<file path="config.mk">
export PLATFORM = sky130hd
export DESIGN_NAME = bfm_ram
export DESIGN_NICKNAME = d
export VERILOG_FILES = /design/src/rtl/bfm_ram.sv
export SDC_FILE = /design/constraint.sdc
export NUM_CORES = 2
export LEC_CHECK = 0
export BUFFER_PORTS_ARGS = -buffer_cell sky130_fd_sc_hd__buf_2
export CAP_MARGIN = 20
export CORE_MARGIN = 10
export CORE_UTILIZATION = 45
export CTS_CLUSTER_SIZE = 30
export DETAILED_ROUTE_END_ITERATION = 6
export MAX_ROUTING_LAYER = met4
export PLACE_DENSITY_LB_ADDON = 0.1
export SLEW_MARGIN = 20
export SYNTH_ARGS = -nofsm -noshare
export SYNTH_HDL_FRONTEND = slang
export SYNTH_SLANG_ARGS = --single-unit
</file>
<file path="constraint.sdc">
create_clock -name clk -period 6.1 [get_ports clk]
set_input_delay 0.305 -clock clk [delete_from_list [all_inputs] [get_ports clk]]
set_output_delay 0.305 -clock clk [all_outputs]
set_load 0.005 [all_outputs]
</file>
<file path="src/rtl/bfm_ram.sv">
// Generic single-port-write, single-port-read RAM with registered read.
module bfm_ram #(
	parameter int unsigned WIDTH = 8,
	parameter int unsigned DEPTH = 256
) (
	input  logic                     clk,
	input  logic                     we,
	input  logic [$clog2(DEPTH)-1:0] waddr,
	input  logic [WIDTH-1:0]         wdata,
	input  logic                     re,
	input  logic [$clog2(DEPTH)-1:0] raddr,
	output logic [WIDTH-1:0]         rdata
);

	logic [WIDTH-1:0] mem [DEPTH];

	always_ff @(posedge clk) begin
		if (we) begin
			mem[waddr] <= wdata;
		end
		if (re) begin
			rdata <= mem[raddr];
		end
	end

endmodule

</file>
==> results.py <==
metrics = {
    "finish": {
        "final_cell_mix": "2056 x edfxtp_1, 454 x mux4_2, 270 x nor2_1, 211 x clkbuf_16, 134 x mux2i_1",
        "syn2layout_area_growth_pct": 11.9,
        "final_util_pct": 50.6,
        "layout.nets": 3871,
        "drive_gt1_share_pct": 22.3,
        "nFillCells": 14200,
        "final_common_cell": "edfxtp_1",
        "final_cell_count_no_fill": 6362,
        "final_area_mm2": 0.0891,
    },
    "setup_path": {
        "critPathRequiredTime_ns": 6.63,
        "cp_max_fo": 56,
        "cp-end-kind": "flip-flop",
        "critPathKind": "in -> reg",
        "r2r_slack_ns": 3.01,
        "timing.rr.end": "rdata[5]",
        "r2r-start": "mem[67][5]",
        "startpoint": "raddr[0]",
        "reg2reg_depth": 6,
        "worstPathArrival_ns": 3.96,
        "cp-start-kind": "primary input",
    },
    "synthesis": {
        "synthMuxAreaShare_pct": 14.6,
        "syn-num-nets": 3760,
        "synth.distinct_cells": 54,
        "synthSimpleGateAreaFrac_pct": 2.63,
        "synth_edf_count": 2056,
        "synth_seq_area_share_pct": 77.5,
        "synth-xor-area-share_pct": 0,
        "async_flop_share_pct": 0,
        "ys.flop_type": "edfxtp_1",
        "synth_top_family_by_area": "multiplexers",
        "synth_compound_area_share_pct": 3.42,
        "postSynthCellCount": 3733,
        "yosys_warnings": 0,
        "netlist_area_mm2": 0.0796,
        "ys_ff_latch": 2056,
        "synth_fa_ha_area_share_pct": 0,
        "synth.avg_cell_area_um2": 21.3,
    },
    "global_route": {
        "grt_max_degree": 177,
        "grt.total_usage_pct": 22.2,
        "antenna_found_initial": 12,
        "grt_overflow_total": 0,
        "grt_pass1_wl_um": 299000,
        "grt_pass1_vias": 39000,
    },
    "power_and_ir_drop": {
        "vdd_drop_max_mv": 0.285,
        "power_mw": 29.5,
        "powerDensity_mw_per_mm2": 330,
        "leakage_nw": 27.2,
    },
    "cts": {
        "numCtsBuffers": 210,
        "cts_max_path_buffers": 3,
        "root_buffer": "clkbuf_16",
        "clk_pin_slew_ns": 0.06,
        "cts_tree": "yes",
        "ctsHtreeMaxLevel": 4,
        "clock-sinks": 2056,
        "clock_latency_ns": 0.84,
    },
    "route": {
        "via_per_inst": 6.00,
        "wl_per_cell_um": 33.0,
        "initialDrtViolationCount": 4214,
        "drt-pass1-iter-count": 5,
        "antenna_left": 0,
        "drc_errors": 0,
        "routed-via-count": 38200,
        "wl_um": 210000,
    },
    "timing": {
        "slew_headroom_pct": 25.0,
        "post-route-period-util_pct": 56.2,
        "whs_ns": 0.179,
        "skew_ns": 0.0207,
        "fmax_mhz": 291,
        "finalWorstSetupSlack_ns": 2.67,
        "fin_setup_tns_ns": 0,
        "timing_worst_slew_pin_value_ns": 1.11,
        "rsz0062_at_grt": "no",
        "finalCriticalPeriod_ns": 3.43,
        "hold_viol": 0,
        "slew_viol_final": 0,
        "setup_violations": 0,
    },
    "hold_path": {
        "hold_start": "waddr[1]",
        "min_path_cells": 3,
        "hold_path_end": "mem[151][5]",
        "holdCritPathClass": "in -> reg",
    },
    "status": {
        "status": "finished clean",
    },
    "placed_design": {
        "dp_slack_ns": 1.72,
        "postPlaceCellArea_mm2": 0.0824,
        "dp_hpwl_um": 126000,
        "place_congestion": 0.815,
        "io_buffers": 34,
        "place_inst": 5963,
    },
    "floorplanning": {
        "die_h_um": 441,
        "initial_core_util_pct": 45.2,
        "coreArea_mm2": 0.176,
        "ios": 35,
        "num_rows": 154,
        "dieArea_mm2": 0.194,
        "die_w_um": 441,
    },
    "job": {
        "drv_cap": 0,
    },
}
## worst max-delay path, stage by stage
cell and delay (ns):
buf_8 0.55, buf_12 0.48, buf_4 0.37, mux4_2 0.58, a22oi_1 0.38, a21oi_1 0.12, nor4_1 0.92, nor4_1 0.11
## cells in the mapped netlist (all sizes together) (12+ instances only)
library cell,number,area (µm²)
mux2i,134,1340
nor2,282,1060
nor3,22,110
nand2,33,124
a211oi,16,120
edfxtp,2056,61700
o221ai,47,418
nor4,27,188
a22oi,133,998
nand3,34,170
clkbuf,111,417
a221oi,14,129
nor2b,31,194
buf,122,1030
a21oi,96,480
o21ai,12,60.1
o22ai,28,175
mux4,456,10300
## layer usage
metal	track usage [%]	part of all wire, %	wire length (µm)
met5	-	0	0
met1	30.8	43	90300
met3	3.51	5.7	12100
met2	34.7	49	102000
met4	5.68	2.6	5400
## flip-flops by register name (all words and copies together), names as in the netlist
register / flops
mem: 2048
rdata: 8
## power by group
group,internal (mW),leakage (nW),switching (mW),total [mW]
logic,0.469,5.53,0.949,1.42
clock network,7.03,3.21,5.40,12.4
registers,15.6,18.5,0.0208,15.6
total,23.1,27.2,6.37,29.5
## how the worst max path moves through the flow
stage               endpoint  slack [ns]  cells after the start
floorplan           rdata[2]        3.72                      9
global placement    rdata[6]        1.35                      7
detailed placement  rdata[3]        1.72                      8
CTS                 rdata[6]        2.62                      9
global route        rdata[3]        2.49                      8
finish              rdata[3]        2.67                      8
## layout make-up
cell class	count	area (µm²)	area share, %
inverter	2	7.51	0.00842
multi-input combinational	1442	16600	18.6
timing repair buffer	132	1270	1.43
clock inverter	118	1100	1.23
clock buffer	264	5480	6.15
antenna	8	20.0	0.0225
sequential	2056	61700	69.3
tap	2340	2930	3.28
## what timing repair did
action                                 CTS  global route
setup buffers                            0             0
endpoints found under the hold margin  283             0
hold buffers                             9             0
gates resized for setup                  0             0
## cells by family after synthesis
kind of cell / count (synthesis)
multiplexers: 591
flip-flops: 2056
buffers and inverters: 235
AND/OR/NAND/NOR: 466
AO/OA/AOI/OAI: 385
No activity file was read; power rests on OpenSTA's default activity.
