--- src/rtl/bfm_pkg.sv ---
// Shared types and constants for the box filter mean unit.
package bfm_pkg;

	localparam int unsigned PIX_W    = 8;
	localparam int unsigned COLSUM_W = 14;
	localparam int unsigned WINSUM_W = 19;
	localparam int unsigned CFG_W    = 6;
	localparam int unsigned DIM_W    = 11;
	localparam int unsigned POS_W    = 10;
	localparam int unsigned KK_W     = 11;

	localparam logic [1:0] REG_WINDOW = 2'd0;
	localparam logic [1:0] REG_WIDTH  = 2'd1;
	localparam logic [1:0] REG_HEIGHT = 2'd2;

	typedef struct packed {
		logic [POS_W-1:0] row;
		logic [POS_W-1:0] col;
		logic             last;
	} pos_t;

endpackage

--- src/rtl/bfm_div.sv ---
// Sequential restoring divider with round-half-even and saturation at 255.
module bfm_div import bfm_pkg::*; (
	input  logic                clk,
	input  logic                arst_n,
	input  logic                start,
	input  logic [WINSUM_W-1:0] dividend,
	input  logic [KK_W-1:0]     divisor,
	output logic                busy,
	output logic                done,
	output logic [PIX_W-1:0]    quotient
);

	localparam int unsigned CNT_W = $clog2(WINSUM_W + 2);

	logic [WINSUM_W-1:0] q_q;
	logic [KK_W:0]       r_q;
	logic [KK_W-1:0]     d_q;
	logic [CNT_W-1:0]    cnt_q;
	logic                run_q;
	logic                fin_q;
	logic [KK_W+1:0]     trial;
	logic [KK_W+1:0]     twice_r;
	logic                up;
	logic [WINSUM_W:0]   qr;

	assign trial   = {r_q, q_q[WINSUM_W-1]};
	assign twice_r = {r_q, 1'b0};
	assign up      = (twice_r > {2'b00, d_q}) || ((twice_r == {2'b00, d_q}) && q_q[0]);
	assign qr      = {1'b0, q_q} + {{WINSUM_W{1'b0}}, up};

	always_ff @(posedge clk or negedge arst_n) begin
		if (!arst_n) begin
			run_q <= 1'b0;
			fin_q <= 1'b0;
			cnt_q <= '0;
		end else begin
			fin_q <= 1'b0;
			if (start) begin
				run_q <= 1'b1;
				cnt_q <= CNT_W'(WINSUM_W);
			end else if (run_q) begin
				cnt_q <= cnt_q - 1'b1;
				if (cnt_q == CNT_W'(1)) begin
					run_q <= 1'b0;
					fin_q <= 1'b1;
				end
			end
		end
	end

	always_ff @(posedge clk) begin
		if (start) begin
			q_q <= dividend;
			r_q <= '0;
			d_q <= divisor;
		end else if (run_q) begin
			if (trial >= {1'b0, 1'b0, d_q}) begin
				r_q <= (KK_W+1)'(trial - {2'b00, d_q});
				q_q <= {q_q[WINSUM_W-2:0], 1'b1};
			end else begin
				r_q <= trial[KK_W:0];
				q_q <= {q_q[WINSUM_W-2:0], 1'b0};
			end
		end
	end

	assign busy     = run_q || fin_q;
	assign done     = fin_q;
	assign quotient = (qr > (WINSUM_W+1)'(255)) ? 8'hFF : qr[PIX_W-1:0];

endmodule

--- config.mk ---
export PLATFORM = sky130hd
export DESIGN_NAME = bfm_div
export DESIGN_NICKNAME = d
export VERILOG_FILES = /design/src/rtl/bfm_pkg.sv /design/src/rtl/bfm_div.sv
export SDC_FILE = /design/constraint.sdc
export NUM_CORES = 1
export LEC_CHECK = 0
export ABC_AREA = 1
export CORE_AREA = 8 8 87 89
export CTS_CLUSTER_DIAMETER = 80
export CTS_CLUSTER_SIZE = 28
export DETAILED_ROUTE_END_ITERATION = 10
export DIE_AREA = 0 0 95 97
export DONT_BUFFER_PORTS = 1
export GPL_ROUTABILITY_DRIVEN = 0
export PLACE_DENSITY = 0.69
export SYNTH_ARGS = -nofsm -noshare
export SYNTH_HDL_FRONTEND = slang
export SYNTH_SLANG_ARGS = --single-unit
--- constraint.sdc ---
create_clock -name clk -period 4.25 [get_ports clk]
set_input_delay 0.425 -clock clk [delete_from_list [all_inputs] [get_ports clk]]
set_output_delay 0.425 -clock clk [all_outputs]
set_load 0.1 [all_outputs]
==> results.md, run 1 <==
- Hold_ws: 187 ps
- Clock buffer depth: 2
- Synth Instances: roughly 460
- Layout Nets: 517
- Overall routed net length: 7450 um
- F_max: 252 MHz
- Maximum VDD drop: 0.000286 V
- GRT Overall Usage: around 17%
- Worst hold path type: in -> reg
- Clock root buffer: clkbuf_8
- Antenna violations before repair: 0
- Pre-Repair DR Iteration Count: 4
- R2r endpoint: r_q[7]$_SDFFE_PP0P_
- DRT iter0 DRCs: 142
- Clock Latency Late Sink: 310 ps
- Hold Path Cell Cnt: 1
- Largest net degree at the start of global routing: between 40 and 50
- Number of global-route vias before repair: 2790
- Port Buffers: 0
- Post-synthesis sequential area ratio: 39.8%
- Total grt overflow: 0
- Post-synth cell types: 33
- Number of diodes: 0
- Cell taking the most area after synthesis: edfxtp_1
- Reg2reg path depth: 11
- Clock skew: 14.3 ps
- Via count: 2889
- Finish-stage setup viols: 0
- Clock sinks: 49
- Hold Path End: cnt_q[3]$_DFFE_PN0P_
- Status: complete, no violations
- Share of layout cells above drive strength 1: under 10%
- TNS Setup: 0 ps
- RR Startpoint: d_q[2]$_DFFE_PP_
- DIE HEIGHT: 97 um
- Die width: between 90 and 100 um
- Commonest non-fill, non-tap cell in the layout: nand2_1
- Num CTS Buffers: 5
- Clock transition at path regs: roughly 90 ps
- Crit path launch type: flip-flop
- Synth Cell Area: between 0.003 and 0.004 sq mm
- Critical path endpoint category: output pin
- Critical Path AT: 3540 ps
- Fin. Hold Viols: 0
- H-tree depth: 2
- Fillers: 593
- DRC viols: 0
- Cell Count Post-Placement: 536
- Syn Area/Cell: approximately 7.2 sq um
- Synth top area share: approximately 27%
- First-pass GRT wire length: 12300 um
- Starting Density: approximately 53%
- Final Max Tran Viols: 0
- Number of max-cap violations: 0
- Total leakage power: around 1.7 nW
- Flop2flop setup slack: 1700 ps
- Crit path max fanout: 8
- Yosys warnings: 0
- Core Area: 0.00620 sq mm
- Worst-Margin Slew: 941 ps
- Die Footprint: 0.00922 sq mm
- Syn nets: 508
- Io pins: 43
- Synth top area cells: edfxtp_1 27%, nand2_1 16%, nand3_1 7.9%
- CP required: 3830 ps
- Seq cells post-synth: 49
- Layout Cells excl Fill: 546
- Detail Route Antenna Nets: 0
- Pwr/cell area: 484 mW/mm^2
- Fin util: 58.1%
- CTS tree: built
- Std-Cell Rows: 29
- DR vias/cell: 5.29
- Min cycle time layout: about 4000 ps
- Fin crit share: between 90 and 100%
- Hpwl dp: roughly 5600 um
- Crit Path Class: reg -> out
- Rel. slew slack: between 30% and 40%
- Most frequent cells in the layout: 145 x nand2_1, 63 x inv_1, 52 x nand3_1, 34 x nor2_1, 30 x edfxtp_1
- Area grow syn2layout: 8.85%
- Wirelength per Cell: 13.6 um
- Hold_sp: start
-- layout make-up --
| type | instances | area [sq um] | share of cell area (%) |
|---|---|---|---|
| clock inverters | 2 | 35.0 | 0.973 |
| clock buffers | 6 | 72.6 | 2.01 |
| multi-input cells | 334 | 1730 | 48.1 |
| flip-flops and latches | 49 | 1320 | 36.5 |
| repair buffers | 11 | 96.3 | 2.67 |
| inverters | 67 | 251 | 6.98 |
| well taps | 77 | 96.3 | 2.67 |
-- cell families (layout without fill, tap and decap cells) --
kind of cell	Yosys count	in the layout	share of synthesized area (%)
compound gates	39	39	6.35
simple gates	268	268	35.9
xor+xnor	11	11	2.91
buf+inv	76	86	8.81
flops	49	49	39.8
fa+ha+maj	16	16	6.28
-- per-layer routing --
metal | global-route usage [%] | up-vias | part of all wire, % | routed length (um)
li1 | - | 1497 | - | -
met1 | 19.7 | 1328 | 44 | 3270
met3 | 3.17 | 11 | 4.6 | 341
met5 | 0 | - | 0 | 0
met2 | 28.4 | 53 | 50 | 3720
met4 | 5.77 | 0 | 1.5 | 110
-- cell usage after synthesis --
master / count
nor2_1: 35
xnor2_1: 4
dfxtp_1: 12
or2_2: 2
o21ai_0: 19
nand2_1: 145
buf_1: 1
nor2_2: 5
a21oi_1: 11
inv_2: 3
a21oi_2: 1
buf_2: 2
dfrtp_1: 7
nand4_1: 9
ha_1: 15
and3_1: 1
nand2_2: 6
o31ai_1: 1
nor3_1: 5
o21ai_1: 3
buf_4: 1
edfxtp_1: 30
a31oi_1: 1
o21bai_1: 2
fa_1: 1
clkbuf_1: 5
inv_1: 63
nor2_4: 6
nand3_1: 52
clkinv_1: 1
xor2_1: 7
nand3b_1: 2
a22oi_1: 1
-- sequential cells by signal, indices dropped and copies added (netlist names) --
name,flops
q_q,19
d_q,11
run_q,1
done,1
r_q,12
cnt_q,5
-- metrics by stage --
stage          total power [mW]  setup WS, ps  cell area [sq um]
2_1_floorplan              1.27           353               3310
3_3_place_gp               1.39           589               3430
3_5_place_dp               1.40           436               3430
4_1_cts                    1.74          97.0               3550
5_1_grt                    1.91         -8.30               3600
6_report                   1.74           287               3600
-- worst max-delay path, stage by stage, from the launching register on --
cell and delay, ps:
edfxtp_1 330, inv_1 40, ha_1 340, nand2_1 110, nor2_1 180, nand2_1 130
nor3_2 210, nor3_1 80, a21oi_1 140, ha_2 260, ha_4 180, nand2_2 90
nor2_4 140, nand2_2 90, nor2_4 120, nand2_1 50, nand2_1 60, nand2_1 60
nor2_2 80, nand2_2 60, nor2_4 150, nand3_1 90, buf_4 240
-- power breakdown --
group / internal [mW] / switching (mW) / total (mW) / leakage, nW
sequential: 0.593 / 0.0668 / 0.660 / 0.495
clock: 0.175 / 0.153 / 0.328 / 0.0552
combinational: 0.282 / 0.475 / 0.756 / 1.11
total: 1.05 / 0.695 / 1.74 / 1.66
-- timing repair --
item / CTS / global route
setup buffers: 0 / 1
setup endpoints to repair: 0 / 8
gates resized for setup: 0 / 11
hold endpoints to repair: 7 / 0
hold buffers: 1 / 0
-- worst max path at each step --
| stage | depth (start not counted) | from | slack, ps | to |
|---|---|---|---|---|
| 2_1_floorplan | 21 | d_q[8]$_DFFE_PP_ | 350 | quotient[0] |
| 3_3_place_gp | 22 | d_q[6]$_DFFE_PP_ | 590 | quotient[2] |
| 3_5_place_dp | 22 | d_q[7]$_DFFE_PP_ | 440 | quotient[4] |
| 4_1_cts | 22 | d_q[7]$_DFFE_PP_ | 100 | quotient[4] |
| 5_1_grt | 22 | d_q[7]$_DFFE_PP_ | -8 | quotient[0] |
| 6_report | 22 | d_q[7]$_DFFE_PP_ | 290 | quotient[0] |
Power figures use the tool's default switching activity.
==> inputs of run 2 (changes only) <==
--- a/config.mk
+++ b/config.mk
@@ -5,12 +5,11 @@
 export SDC_FILE = /design/constraint.sdc
 export NUM_CORES = 1
 export LEC_CHECK = 0
-export ABC_AREA = 1
-export CORE_AREA = 8 8 87 89
+export CORE_AREA = 8 8 85 87
 export CTS_CLUSTER_DIAMETER = 80
 export CTS_CLUSTER_SIZE = 28
 export DETAILED_ROUTE_END_ITERATION = 10
-export DIE_AREA = 0 0 95 97
+export DIE_AREA = 0 0 93 95
 export DONT_BUFFER_PORTS = 1
 export GPL_ROUTABILITY_DRIVEN = 0
 export PLACE_DENSITY = 0.69
==> results.md, run 2 <==
- Max incr delay on CP: 560 ps (+220 ps)
- Total grt overflow: 0 (unchanged)
- Async SR Flop Fraction: 14.3% (unchanged)
- Hpwl dp: 4900 um (-12%)
- Layout Nets: 384 (-26%)
- Top FF cell, synth: edfxtp_1
- Crit Path Class: reg -> out
- Biggest register: q_q
- RSZ-0062 raised after global routing: yes
- Critical Path AT: 3810 ps (+270 ps)
- Clock transition at path regs: 90 ps (about the same)
- Std-Cell Rows: 28 (-3.4%)
- Status: complete, no violations
- Syn nets: 370 (-27%)
- R2r endpoint: r_q[2]$_SDFFE_PP0P_
- Syn Area/Cell: 9.71 sq um (+35%)
- H-tree depth: 2 (unchanged)
- Fin crit share: 99.6% (+6.4 points)
- Cells along the critical path: inv_2 > ha_4 > buf_4 > nand3_1 > a21oi_1 > or4b_4 > nor2_2 > nor2_1 > ha_2 > ha_4 > buf_4 > and3_2 > a31oi_2 > o22ai_2 > nor4_4 > buf_12 > nand3_4 > buf_12
- Rel. slew slack: 29.2% (-7.8 points)
- Clock skew: 4.23 ps (-10.1 ps)
- Finish-stage setup viols: 0 (unchanged)
- Area grow syn2layout: 22.1%
- Number of global-route vias before repair: 2389 (-14%)
- Overall routed net length: 6920 um (-7.0%)
- Commonest non-fill, non-tap cell in the layout: nor2_1
- CP required: 3830 ps (about the same)
- WP depth: 18 (-18%)
- F_max: 236 MHz (-6.4%)
- First-pass GRT wire length: 11500 um (-6.7%)
- Flop2flop setup slack: 1480 ps (-220 ps)
- Fin util: 65.4% (+7.4 points)
- Final Max Tran Viols: 0 (unchanged)
- Worst hold path type: in -> reg
- Post-synth EDFFs: 30 (unchanged)
- Yosys warnings: 0 (unchanged)
- Min cycle time layout: 4230 ps (+272 ps)
- Met3 GRT Util: 3.73% (+0.56 points)
- Hold_sp: start
- Largest net degree at the start of global routing: 54 (+10%)
- DRT iter0 DRCs: 131 (-7.7%)
- DRC viols: 0 (unchanged)
- Number of diodes: 0 (unchanged)
- Largest registers: q_q (19), r_q (12), d_q (11)
- Worst-Margin Slew: 1060 ps (+121 ps)
- Cell taking the most area after synthesis: edfxtp_1
- Hold_ws: 190 ps (+2.92 ps)
- TNS Setup: 0 ps (unchanged)
- Clock sinks: 49 (unchanged)
- Hold Path End: r_q[1]$_SDFFE_PP0P_
- Port Buffers: 0 (unchanged)
- Reg2reg path depth: 10 (-1)
- Max reg flops: 19 (unchanged)
- Synth Cell Area: 0.00312 sq mm (-5.8%)
- Post-synthesis sequential area ratio: 42.2% (+2.4 points)
- Antenna violations before repair: 0 (unchanged)
- Num CTS Buffers: 5 (unchanged)
- Die Footprint: 0.00884 sq mm (-4.1%)
- CP max-delay cell: or4b_4
- Clock root buffer: clkbuf_8
- Synth top area cells: edfxtp_1 29%, dfxtp_1 7.7%, mux2_2 6.5%
- Synth top area share: 28.9% (+1.7 points)
- Die width: 93 um (-2.1%)
- GRT Overall Usage: 15.9% (-0.60 points)
- Crit path max fanout: 8 (unchanged)
- Busiest layer in global routing: met2
- Core Area: 0.00582 sq mm (-6.3%)
- GR Layer Usage met2: 25.0% (-3.4 points)
- Synth Instances: 321 (-30%)
- Detail Route Antenna Nets: 0 (unchanged)
- Count leader, synth: nor2_1
- Clock buffer depth: 2 (unchanged)
- Crit-path leading delay family: simple AND/OR/NAND/NOR gates
- Clock Latency Late Sink: 300 ps (about the same)
- Seq cells post-synth: 49 (unchanged)
- Share of layout cells above drive strength 1: 26.2% (+16 points)
- Crit path launch type: flip-flop
- Via count: 2463 (-15%)
- DR vias/cell: 5.99 (+13%)
- Met1 usage: 21.4% (+1.7 points)
- DIE HEIGHT: 95 um (-2.1%)
- Total leakage power: 1.42 nW (-14%)
- Crit path buf inv count: 5 (+3)
- Pwr/cell area: 519 mW/mm^2 (+7.1%)
- RR Startpoint: d_q[8]$_DFFE_PP_
- Place WS: 171 ps (-265 ps)
- Fin. Hold Viols: 0 (unchanged)
- Critical path endpoint category: output pin
- Post-synth cell types: 55 (+67%)
- Maximum VDD drop: 0.000294 V (+2.8%)
- Hold Path Cell Cnt: 1 (unchanged)
- Pre-Repair DR Iteration Count: 4 (unchanged)
- Wirelength per Cell: 16.8 um (+24%)
- Post-route design area: 0.00381 sq mm (+5.7%)
- Most frequent cells in the layout: 33 x nor2_1, 30 x edfxtp_1, 18 x mux2_2, 17 x nand2_1, 16 x inv_1
- Starting Density: 53.6% (+0.28 points)
- Number of max-cap violations: 0 (unchanged)
- Setup WS post-layout: 15.4 ps (-272 ps)
- Post-DP Area: 0.00355 sq mm (+3.3%)
- Io pins: 43 (unchanged)
- Synth cell count leaders: 35 x nor2_1, 30 x edfxtp_1, 19 x inv_1
- CTS tree: built
-- run 2: worst reg2reg max path, stage by stage (launching register included) --
cell      delay [ps]
edfxtp_1         390
inv_2             80
ha_4             200
buf_4            160
nand3_1           80
a21oi_1           80
or4b_4           560
buf_4            190
nor2_2           510
mux2i_1          260
a211oi_1          90
-- run 2: routing by layer --
layer | share of wire, % | vias to the layer above
met4 | 0.69 | 0
met5 | 0 | -
met1 | 47 | 1199
met3 | 4.1 | 4
li1 | - | 1210
met2 | 48 | 50
-- run 2: where the power goes --
part / internal [mW] / leakage [nW] / switching (mW) / total (mW)
Sequential: 0.604 / 0.488 / 0.100 / 0.704
Clock: 0.147 / 0.0542 / 0.153 / 0.300
Combinational: 0.477 / 0.882 / 0.493 / 0.970
Total: 1.23 / 1.42 / 0.746 / 1.97
-- run 2: worst max-delay path by stage --
stage	start	end	slack [ps]
after CTS	d_q[8]$_DFFE_PP_	quotient[4]	10
after detailed placement	d_q[7]$_DFFE_PP_	quotient[4]	170
after floorplan	d_q[8]$_DFFE_PP_	quotient[0]	-70
after global routing	d_q[8]$_DFFE_PP_	quotient[4]	-160
final	d_q[8]$_DFFE_PP_	quotient[4]	20
after global placement	d_q[7]$_DFFE_PP_	quotient[1]	250
-- run 2: logic make-up (layout without fill, tap and decap cells) --
logic type,count (synthesis),after routing,share of synthesized area (%)
AO/OA/AOI/OAI,61,61,13.3
buffers and inverters,32,47,4.21
multiplexers,25,25,8.75
XOR/XNOR,14,14,3.93
adder cells (fa/ha/maj),16,16,6.66
flip-flops,49,49,42.2
AND/OR/NAND/NOR,124,124,20.9
-- run 2: timing repair --
item                                   in CTS  in global routing
pin swaps                                   2                 12
hold buffers                                1                  0
buffers inserted                            2                  5
setup endpoints to repair                   8                  8
resized for setup                           5                 17
endpoints found under the hold margin       7                  0
-- run 2: cell type report --
class	instances	area, sq um
sequential	49	1320
tap	75	93.8
fill	499	2010
clock inverter	1	5.00
inverter	19	71.3
multi-input combinational	240	1950
clock buffer	7	96.3
timing repair buffer	20	269
-- run 2: per-stage QoR --
step	power, mW	std cells
2_1_floorplan	1.43	321
3_3_place_gp	1.57	395
3_5_place_dp	1.57	395
5_1_grt	2.13	411
6_report	1.97	411
4_1_cts	1.91	406
